[config.mk]
export PLATFORM = sky130hd
export DESIGN_NAME = graph_bridge_finder
export DESIGN_NICKNAME = d
export VERILOG_FILES = /design/src/rtl/gbf_pkg.sv /design/src/rtl/gbf_dp.sv /design/src/rtl/gbf_ctrl.sv /design/src/rtl/graph_bridge_finder.sv
export SDC_FILE = /design/constraint.sdc
export NUM_CORES = 2
export LEC_CHECK = 0
export ABC_AREA = 1
export BUFFER_PORTS_ARGS = -buffer_cell sky130_fd_sc_hd__buf_2
export CORE_MARGIN = 2
export CORE_UTILIZATION = 55
export CTS_CLUSTER_DIAMETER = 30
export DETAILED_ROUTE_END_ITERATION = 10
export GPL_TIMING_DRIVEN = 0
export PLACE_DENSITY = 0.71
export SYNTH_ARGS = -nofsm -noshare
export SYNTH_HDL_FRONTEND = slang
export SYNTH_SLANG_ARGS = --single-unit
[constraint.sdc]
create_clock -name clk -period 6.7 [get_ports clk]
set_input_delay 1.34 -clock clk [delete_from_list [all_inputs] [get_ports clk]]
set_output_delay 1.34 -clock clk [all_outputs]
set_load 0.02 [all_outputs]
[src/rtl/gbf_pkg.sv]
// shared types and constants for the bridge finder
package gbf_pkg;

    localparam int MAX_NODES   = 32;
    localparam int MAX_EDGES   = 64;
    localparam int NODE_W      = $clog2(MAX_NODES);
    localparam int NCNT_W      = NODE_W + 1;
    localparam int EDGE_AW     = $clog2(MAX_EDGES);
    localparam int ECNT_W      = EDGE_AW + 1;
    localparam int MAX_BRIDGES = 31;
    localparam int BCNT_W      = 5;

    typedef struct packed {
        logic [NODE_W-1:0] node;
        logic [NODE_W-1:0] par;
        logic              hp;
        logic [ECNT_W-1:0] cursor;
        logic [NODE_W-1:0] disc;
        logic [NODE_W-1:0] low;
    } frame_t;

    typedef struct packed {
        logic add_edge;
        logic run_start;
        logic chk_eval;
        logic root_start;
        logic root_next;
        logic root_visit;
        logic edge_read;
        logic push;
        logic back_eval;
        logic pop_eval;
        logic emit_done;
    } cmd_t;

    typedef struct packed {
        logic chk_end;
        logic root_end;
        logic root_visited;
        logic cursor_end;
        logic nb_skip;
        logic nb_visited;
        logic has_parent;
        logic bridge_hit;
        logic out_free;
    } sts_t;

endpackage

[src/rtl/gbf_dp.sv]
// datapath: edge store, discovery times, walk stack, dfs registers, result register
module gbf_dp (
    input  logic                         clk,
    input  logic                         rst_n,
    input  logic                         cfg_we,
    input  logic [gbf_pkg::NCNT_W-1:0]   cfg_wdata,
    input  logic [gbf_pkg::NODE_W-1:0]   end_a,
    input  logic [gbf_pkg::NODE_W-1:0]   end_b,
    input  gbf_pkg::cmd_t                cmd,
    output gbf_pkg::sts_t                sts,
    output logic                         out_valid,
    input  logic                         out_ready,
    output logic                         is_done,
    output logic [gbf_pkg::NODE_W-1:0]   bridge_parent,
    output logic [gbf_pkg::NODE_W-1:0]   bridge_child,
    output logic                         dropped_edges,
    output logic                         last
);

    logic [gbf_pkg::NCNT_W-1:0]   nc_reg;
    logic [gbf_pkg::NCNT_W-1:0]   nuse;
    logic [gbf_pkg::ECNT_W-1:0]   total_reg;
    logic                         ovf_reg;
    logic [gbf_pkg::ECNT_W-1:0]   scan_reg;
    logic [gbf_pkg::NCNT_W-1:0]   root_reg;
    logic [gbf_pkg::MAX_NODES-1:0] vis_reg;
    gbf_pkg::frame_t              cur_reg;
    logic [gbf_pkg::NCNT_W-1:0]   time_reg;
    logic [gbf_pkg::NCNT_W-1:0]   sp_reg;
    logic [gbf_pkg::BCNT_W-1:0]   bcnt_reg;

    logic [2*gbf_pkg::NODE_W-1:0] edge_mem [gbf_pkg::MAX_EDGES];
    logic [2*gbf_pkg::NODE_W-1:0] edge_q;
    logic [gbf_pkg::NODE_W-1:0]   disc_mem [gbf_pkg::MAX_NODES];
    logic [gbf_pkg::NODE_W-1:0]   disc_q;
    gbf_pkg::frame_t              stk_mem [gbf_pkg::MAX_NODES];
    gbf_pkg::frame_t              stk_q;

    logic                         add_ok;
    logic [gbf_pkg::EDGE_AW-1:0]  rd_addr;
    logic [gbf_pkg::NODE_W-1:0]   ea;
    logic [gbf_pkg::NODE_W-1:0]   eb;
    logic                         edge_bad;
    logic [gbf_pkg::NODE_W-1:0]   nb;
    logic                         nb_match;
    logic [gbf_pkg::NODE_W-1:0]   vis_node;
    logic                         visit;
    logic [gbf_pkg::NCNT_W-1:0]   sp_m1;
    logic                         hit;
    logic                         out_free;

    logic                         out_valid_reg;
    logic                         is_done_reg;
    logic [gbf_pkg::NODE_W-1:0]   par_reg;
    logic [gbf_pkg::NODE_W-1:0]   chd_reg;
    logic                         drop_reg;

    always_comb
    begin
        nuse = (nc_reg > gbf_pkg::NCNT_W'(gbf_pkg::MAX_NODES))
             ? gbf_pkg::NCNT_W'(gbf_pkg::MAX_NODES) : nc_reg;
        add_ok = ({1'b0, end_a} < nuse) && ({1'b0, end_b} < nuse)
              && (total_reg < gbf_pkg::ECNT_W'(gbf_pkg::MAX_EDGES));
        rd_addr = cmd.edge_read ? cur_reg.cursor[gbf_pkg::EDGE_AW-1:0]
                                : scan_reg[gbf_pkg::EDGE_AW-1:0];
        ea = edge_q[2*gbf_pkg::NODE_W-1:gbf_pkg::NODE_W];
        eb = edge_q[gbf_pkg::NODE_W-1:0];
        edge_bad = ({1'b0, ea} >= nuse) || ({1'b0, eb} >= nuse);
        nb_match = 1'b1;
        if (ea == cur_reg.node)
        begin
            nb = eb;
        end
        else
        begin
            nb = ea;
            nb_match = (eb == cur_reg.node);
        end
        visit = cmd.root_visit || cmd.push;
        vis_node = cmd.root_visit ? root_reg[gbf_pkg::NODE_W-1:0] : nb;
        sp_m1 = sp_reg - 1'b1;
        hit = (cur_reg.low > stk_q.disc)
           && (bcnt_reg < gbf_pkg::BCNT_W'(gbf_pkg::MAX_BRIDGES));
        out_free = !out_valid_reg || out_ready;
    end

    always_comb
    begin
        sts.chk_end      = (scan_reg == total_reg);
        sts.root_end     = (root_reg == nuse);
        sts.root_visited = vis_reg[root_reg[gbf_pkg::NODE_W-1:0]];
        sts.cursor_end   = (cur_reg.cursor == total_reg);
        sts.nb_skip      = edge_bad || !nb_match || (cur_reg.hp && (nb == cur_reg.par));
        sts.nb_visited   = vis_reg[nb];
        sts.has_parent   = cur_reg.hp;
        sts.bridge_hit   = hit;
        sts.out_free     = out_free;
    end

    // memories, no reset
    always_ff @(posedge clk)
    begin
        if (cmd.add_edge && add_ok)
        begin
            edge_mem[total_reg[gbf_pkg::EDGE_AW-1:0]] <= {end_a, end_b};
        end
        edge_q <= edge_mem[rd_addr];
        if (visit)
        begin
            disc_mem[vis_node] <= time_reg[gbf_pkg::NODE_W-1:0];
        end
        disc_q <= disc_mem[nb];
        if (cmd.push)
        begin
            stk_mem[sp_reg[gbf_pkg::NODE_W-1:0]] <= cur_reg;
        end
        stk_q <= stk_mem[sp_m1[gbf_pkg::NODE_W-1:0]];
    end

    always_ff @(posedge clk or negedge rst_n)
    begin
        if (!rst_n)
        begin
            nc_reg        <= gbf_pkg::NCNT_W'(gbf_pkg::MAX_NODES);
            total_reg     <= '0;
            ovf_reg       <= 1'b0;
            scan_reg      <= '0;
            root_reg      <= '0;
            vis_reg       <= '0;
            cur_reg       <= '0;
            time_reg      <= '0;
            sp_reg        <= '0;
            bcnt_reg      <= '0;
            out_valid_reg <= 1'b0;
            is_done_reg   <= 1'b0;
            par_reg       <= '0;
            chd_reg       <= '0;
            drop_reg      <= 1'b0;
        end
        else
        begin
            if (cfg_we)
            begin
                nc_reg <= cfg_wdata;
            end
            if (cmd.add_edge)
            begin
                if (add_ok)
                begin
                    total_reg <= total_reg + 1'b1;
                end
                else
                begin
                    ovf_reg <= 1'b1;
                end
            end
            if (cmd.run_start)
            begin
                scan_reg <= '0;
            end
            // stored edge made stale by a lower node count
            if (cmd.chk_eval)
            begin
                scan_reg <= scan_reg + 1'b1;
                if (edge_bad)
                begin
                    ovf_reg <= 1'b1;
                end
            end
            if (cmd.root_start)
            begin
                root_reg <= '0;
                vis_reg  <= '0;
                time_reg <= '0;
                sp_reg   <= '0;
                bcnt_reg <= '0;
            end
            if (cmd.root_next)
            begin
                root_reg <= root_reg + 1'b1;
            end
            if (visit)
            begin
                vis_reg[vis_node] <= 1'b1;
                time_reg          <= time_reg + 1'b1;
            end
            if (cmd.root_visit)
            begin
                cur_reg.node   <= root_reg[gbf_pkg::NODE_W-1:0];
                cur_reg.par    <= '0;
                cur_reg.hp     <= 1'b0;
                cur_reg.cursor <= '0;
                cur_reg.disc   <= time_reg[gbf_pkg::NODE_W-1:0];
                cur_reg.low    <= time_reg[gbf_pkg::NODE_W-1:0];
            end
            if (cmd.edge_read)
            begin
                cur_reg.cursor <= cur_reg.cursor + 1'b1;
            end
            if (cmd.push)
            begin
                sp_reg         <= sp_reg + 1'b1;
                cur_reg.node   <= nb;
                cur_reg.par    <= cur_reg.node;
                cur_reg.hp     <= 1'b1;
                cur_reg.cursor <= '0;
                cur_reg.disc   <= time_reg[gbf_pkg::NODE_W-1:0];
                cur_reg.low    <= time_reg[gbf_pkg::NODE_W-1:0];
            end
            if (cmd.back_eval && (disc_q < cur_reg.low))
            begin
                cur_reg.low <= disc_q;
            end
            // child frame done: fold its low link into the parent
            if (cmd.pop_eval)
            begin
                sp_reg  <= sp_m1;
                cur_reg <= stk_q;
                if (cur_reg.low < stk_q.low)
                begin
                    cur_reg.low <= cur_reg.low;
                end
                if (hit)
                begin
                    bcnt_reg <= bcnt_reg + 1'b1;
                end
            end
            if (out_valid_reg && out_ready)
            begin
                out_valid_reg <= 1'b0;
            end
            if (cmd.pop_eval && hit)
            begin
                out_valid_reg <= 1'b1;
                is_done_reg   <= 1'b0;
                par_reg       <= stk_q.node;
                chd_reg       <= cur_reg.node;
                drop_reg      <= 1'b0;
            end
            if (cmd.emit_done)
            begin
                out_valid_reg <= 1'b1;
                is_done_reg   <= 1'b1;
                par_reg       <= '0;
                chd_reg       <= '0;
                drop_reg      <= ovf_reg;
                total_reg     <= '0;
                ovf_reg       <= 1'b0;
            end
        end
    end

    assign out_valid     = out_valid_reg;
    assign is_done       = is_done_reg;
    assign bridge_parent = par_reg;
    assign bridge_child  = chd_reg;
    assign dropped_edges = drop_reg;
    assign last          = is_done_reg;

endmodule

[src/rtl/gbf_ctrl.sv]
// controller: sequences edge loading, the range check and the depth-first walk
module gbf_ctrl (
    input  logic          clk,
    input  logic          rst_n,
    input  logic          in_valid,
    input  logic          func,
    output logic          in_ready,
    input  gbf_pkg::sts_t sts,
    output gbf_pkg::cmd_t cmd
);

    typedef enum logic [3:0] {
        S_IDLE,
        S_CHK_RD,
        S_CHK_CK,
        S_ROOT,
        S_EDGE_RD,
        S_EDGE_CK,
        S_BACK,
        S_POP,
        S_POP_CK,
        S_DONE
    } state_t;

    state_t state_reg;
    state_t state_next;

    always_comb
    begin
        cmd        = '0;
        state_next = state_reg;
        case (state_reg)
            S_IDLE:
            begin
                if (in_valid)
                begin
                    if (func)
                    begin
                        cmd.run_start = 1'b1;
                        state_next    = S_CHK_RD;
                    end
                    else
                    begin
                        cmd.add_edge = 1'b1;
                    end
                end
            end
            S_CHK_RD:
            begin
                if (sts.chk_end)
                begin
                    cmd.root_start = 1'b1;
                    state_next     = S_ROOT;
                end
                else
                begin
                    state_next = S_CHK_CK;
                end
            end
            S_CHK_CK:
            begin
                cmd.chk_eval = 1'b1;
                state_next   = S_CHK_RD;
            end
            S_ROOT:
            begin
                if (sts.root_end)
                begin
                    state_next = S_DONE;
                end
                else if (sts.root_visited)
                begin
                    cmd.root_next = 1'b1;
                end
                else
                begin
                    cmd.root_visit = 1'b1;
                    state_next     = S_EDGE_RD;
                end
            end
            S_EDGE_RD:
            begin
                if (sts.cursor_end)
                begin
                    state_next = S_POP;
                end
                else
                begin
                    cmd.edge_read = 1'b1;
                    state_next    = S_EDGE_CK;
                end
            end
            S_EDGE_CK:
            begin
                if (sts.nb_skip)
                begin
                    state_next = S_EDGE_RD;
                end
                else if (sts.nb_visited)
                begin
                    state_next = S_BACK;
                end
                else
                begin
                    cmd.push   = 1'b1;
                    state_next = S_EDGE_RD;
                end
            end
            S_BACK:
            begin
                cmd.back_eval = 1'b1;
                state_next    = S_EDGE_RD;
            end
            S_POP:
            begin
                if (sts.has_parent)
                begin
                    state_next = S_POP_CK;
                end
                else
                begin
                    cmd.root_next = 1'b1;
                    state_next    = S_ROOT;
                end
            end
            S_POP_CK:
            begin
                // hold while a bridge request cannot enter the result register
                if (!sts.bridge_hit || sts.out_free)
                begin
                    cmd.pop_eval = 1'b1;
                    state_next   = S_EDGE_RD;
                end
            end
            S_DONE:
            begin
                if (sts.out_free)
                begin
                    cmd.emit_done = 1'b1;
                    state_next    = S_IDLE;
                end
            end
            default:
            begin
                state_next = S_IDLE;
            end
        endcase
    end

    always_ff @(posedge clk or negedge rst_n)
    begin
        if (!rst_n)
        begin
            state_reg <= S_IDLE;
        end
        else
        begin
            state_reg <= state_next;
        end
    end

    assign in_ready = (state_reg == S_IDLE);

endmodule

[src/rtl/graph_bridge_finder.sv]
// bridge finder: an add-edge request stores one edge or marks it dropped; a run first checks
// the E stored edges against the node count, then walks the graph, reading the edge store
// through its one read port once per edge per visited node; input is held off until the done
// request enters the result register
// async active-low reset clears control state and sets node_count to 32; the edge store,
// discovery times and walk stack have no reset; clearing the edge count empties the edge store
module graph_bridge_finder (
    input  logic                       clk,
    input  logic                       rst_n,
    input  logic                       cfg_we,
    input  logic [gbf_pkg::NCNT_W-1:0] cfg_wdata,
    input  logic                       in_valid,
    output logic                       in_ready,
    input  logic                       func,
    input  logic [gbf_pkg::NODE_W-1:0] end_a,
    input  logic [gbf_pkg::NODE_W-1:0] end_b,
    output logic                       out_valid,
    input  logic                       out_ready,
    output logic                       is_done,
    output logic [gbf_pkg::NODE_W-1:0] bridge_parent,
    output logic [gbf_pkg::NODE_W-1:0] bridge_child,
    output logic                       dropped_edges,
    output logic                       last
);

    gbf_pkg::cmd_t cmd;
    gbf_pkg::sts_t sts;

    gbf_ctrl u_ctrl (
        .clk      (clk),
        .rst_n    (rst_n),
        .in_valid (in_valid),
        .func     (func),
        .in_ready (in_ready),
        .sts      (sts),
        .cmd      (cmd)
    );

    gbf_dp u_dp (
        .clk           (clk),
        .rst_n         (rst_n),
        .cfg_we        (cfg_we),
        .cfg_wdata     (cfg_wdata),
        .end_a         (end_a),
        .end_b         (end_b),
        .cmd           (cmd),
        .sts           (sts),
        .out_valid     (out_valid),
        .out_ready     (out_ready),
        .is_done       (is_done),
        .bridge_parent (bridge_parent),
        .bridge_child  (bridge_child),
        .dropped_edges (dropped_edges),
        .last          (last)
    );

endmodule

==> flow_metrics.tcl <==
set metrics [dict create \
    drc 0 \
    core-area_sq_um 139000 \
    start_util_pct 55.4 \
    cap_viol_max_count 0 \
    slew_headroom_pct 2.56 \
    critPathLaunchType "register" \
    synthDistinctLibCells 54 \
    ir_worst_vdd_mv 0.372 \
    fill_cells 9850 \
    yosysWarnings 0 \
    stdcell_count 9084 \
    syn-num-nets 6547 \
    r2r_cells 12 \
    hold_path_class "in -> async" \
    fin_area_sq_um 93000 \
    violations "negative setup slack" \
    firstDrtPassIters 6 \
    routabilityCongestion 1.02 \
    worstPathArrival_ns 7.51 \
    ant_nets 0 \
    syn_area_sq_um 77200 \
    outcome "complete, but fails checks" \
    synth_area_leaders "edfxtp_1, nand2_1, o21ai_0" \
    synth_area_leader_cell "edfxtp_1" \
    die_y_microns 379 \
    synth_top_cell_area_share_pct 65.9 \
    fin_crit_sh_pct 101 \
    postCtsHoldBufs 0 \
    largest_reg_flops 896 \
    drive_gt1_share_pct 12.3 \
    nets 6992 \
    dpl_cell_area_sq_um 81000 \
    path_class "reg -> reg" \
    clock-sinks 1858 \
    netSwitchingFraction_pct 39.7 \
    drtIter0Drc 9387 \
    p_leak_nw 33.4 \
    numPortBuffers 35 \
    p_comb_share_pct 32.5 \
    route.vias.total 57300 \
    cts_max_level 5 \
    grtUsageTotal_pct 36.0 \
    routed_wl_microns 259000 \
    ios 37 \
    tightest_slew_ns 1.46 \
    tritoncts "yes" \
    clk_pin_slew_ns 0.05 \
    clkPwrFrac_pct 36.5 \
    drv_slew 0 \
    setup_ws_ns -0.0963 \
    p_per_area_nw_per_um2 523 \
    switchingPower_mw 19.3 \
    intPower_mw 29.3 \
    power_frac_seq_pct 31.0 \
    fp-row-count 137 \
    detail_route.wl_per_cell_microns 28.6 \
    ctsResizeCount 2 \
    setup.worst_path.end_class "register" \
    clk_latency_ns 0.95 \
    synth_cells 6483 \
    synth_ff_type "edfxtp_1" \
    grt.overflow.total 0 \
    cts_buffers 356 \
    max_freq_mhz 147 \
    vias_per_cell 6.31 \
    dp_hpwl_microns 166000 \
    crit_fanout 14 \
    yosysSeqAreaShare_pct 70.9 \
    die_x_microns 379 \
    grt_first_pass_wirelength_microns 370000 \
    place_ws_ns -0.0485 \
    synth_seq_cells 1858 \
    synth_edf_count 1696 \
    cts_root_buffer "clkbuf_16" \
    synth_area_per_cell_sq_um 11.9 \
    antenna_found_initial 21 \
    min_period_ns 6.80 \
    syn2layout_area_growth_pct 20.4 \
    placedCellCount 8447 \
    skew_ns 0.0929 \
    reg2reg_slack_ns -0.1 \
    post_cts_buffers 0 \
    finalHoldViolCount 0 \
    fp.dieArea_sq_um 143000 \
    grt_max_degree 66 \
    ys_async_sr_fraction_pct 6.40 \
    rsz0062_at_grt "no" \
    cp.required_ns 7.42 \
    setup_viol 4 \
    grt_pass1_vias 54400 \
    cts_max_path_buffers 4 \
]
-- placed cells by master, fill, tap and decap left out, types with 22 or more instances in the layout --
cell type      n
a21oi_1       33
a31oi_1       30
a32oi_1       28
buf_2        101
buf_6         39
bufinv_16     47
clkbuf_1     345
clkbuf_16    365
clkinv_1      44
clkinv_2      48
clkinv_4      25
clkinvlp_4    40
dfrtp_1       92
dfrtp_2       26
dfxtp_1       43
edfxtp_1    1696
ha_1          42
inv_1        374
inv_6         24
nand2_1      948
nand3_1      636
nand3b_1     150
nor2_1       714
nor2_4        34
nor3_2        39
o211ai_1      73
o21ai_0      663
o221ai_1     190
o22ai_1       92
xor2_1        22
-- cells by family (layout without fill, tap and decap cells) --
kind of cell / Yosys count / after routing / synth area share [%]
DFF: 1858 / 1858 / 70.9
AOI/OAI and AO/OA: 1162 / 1162 / 9.20
buffers and inverters: 806 / 1528 / 4.13
adders and majority gates: 42 / 42 / 0.680
and+or+nand+nor: 2576 / 2576 / 14.6
muxes: 4 / 4 / 0.0567
xor gates and xnor gates: 35 / 35 / 0.397
other: 0 / 3 / 0
-- cells in the mapped netlist, drive strengths merged (3+ instances only) --
cell,instances
clkinv,4
a32oi,28
a21boi,4
dfxtp,43
nand3,642
o221ai,190
buf,107
a31oi,30
nand4,19
o22ai,92
nor2,755
o31ai,4
nand2,955
nor3,50
nand3b,151
a21oi,33
dfrtp,118
o21ai,688
inv,382
a22o,8
or2,3
edfxtp,1696
mux2,3
xor2,22
o211ai,73
clkbuf,313
xnor2,13
o21a,4
ha,42
-- worst paths after layout --
kind	from	endpoint
worst min-delay path	rst_n	u_dp.vis_reg[6]
worst min register to register	u_dp.stk_q[21]	u_dp.cur_reg[21]
worst max-delay path	u_dp.sp_reg[0]	u_dp.stk_q[9]
min in group clk	u_dp.stk_q[21]	u_dp.cur_reg[21]
max in group asynchronous	rst_n	u_dp.nc_reg[5]
worst max register to register	u_dp.sp_reg[0]	u_dp.stk_q[9]
-- layer usage --
| layer | vias up | routed length, microns | GRT usage (%) |
|---|---|---|---|
| met3 | 846 | 33300 | 10.0 |
| met4 | 18 | 16700 | 20.7 |
| met5 | - | 161 | 0 |
| met1 | 27700 | 93500 | 47.1 |
| met2 | 4331 | 116000 | 54.3 |
| li1 | 24400 | - | - |
-- stage by stage --
step                      TNS, ns  total power [mW]  hold WS, ns  utilization (%)
after floorplan                 0              22.9        0.426                -
after global routing            0              49.8        0.464             66.7
after CTS                       0              47.8        0.418             66.7
after detailed placement  -0.0589              30.1        0.437             58.1
after global placement     -43.44              29.8        0.438             57.2
final                      -0.173              48.6        0.441             66.7
-- critical path: stages (launching register included) --
cell and delay, ns:
dfrtp_1 0.39, clkbuf_1 0.85, inv_1 0.13, clkbuf_1 0.40, clkbuf_1 0.49, clkbuf_1 0.41, ha_1 0.36, xnor2_2 0.64
clkinv_1 1.04, clkbuf_1 0.52, o221ai_1 0.17, a31oi_1 0.39, a32oi_1 0.76
-- power groups by stage --
stage,sequential (mW),combinational [mW],clock (mW)
floorplan,14.5,8.40,0
CTS,15.0,15.1,17.7
global placement,15.3,14.5,0
finish,15.1,15.8,17.7
detailed placement,15.2,14.9,0
global route,15.1,16.4,18.3
-- area by class of cell --
type,instances,area (sq um),area share [%]
clock inverters,231,2630,2.82
plain buffers,419,1740,1.87
clock buffers,404,9300,10.0
inverters,386,1450,1.56
repair buffers,88,967,1.04
well taps,1876,2350,2.52
diodes,3,7.51,0.00808
flip-flops and latches,1858,54800,58.9
multi-input cells,3819,19700,21.2
No activity file was read; power rests on OpenSTA's default activity.
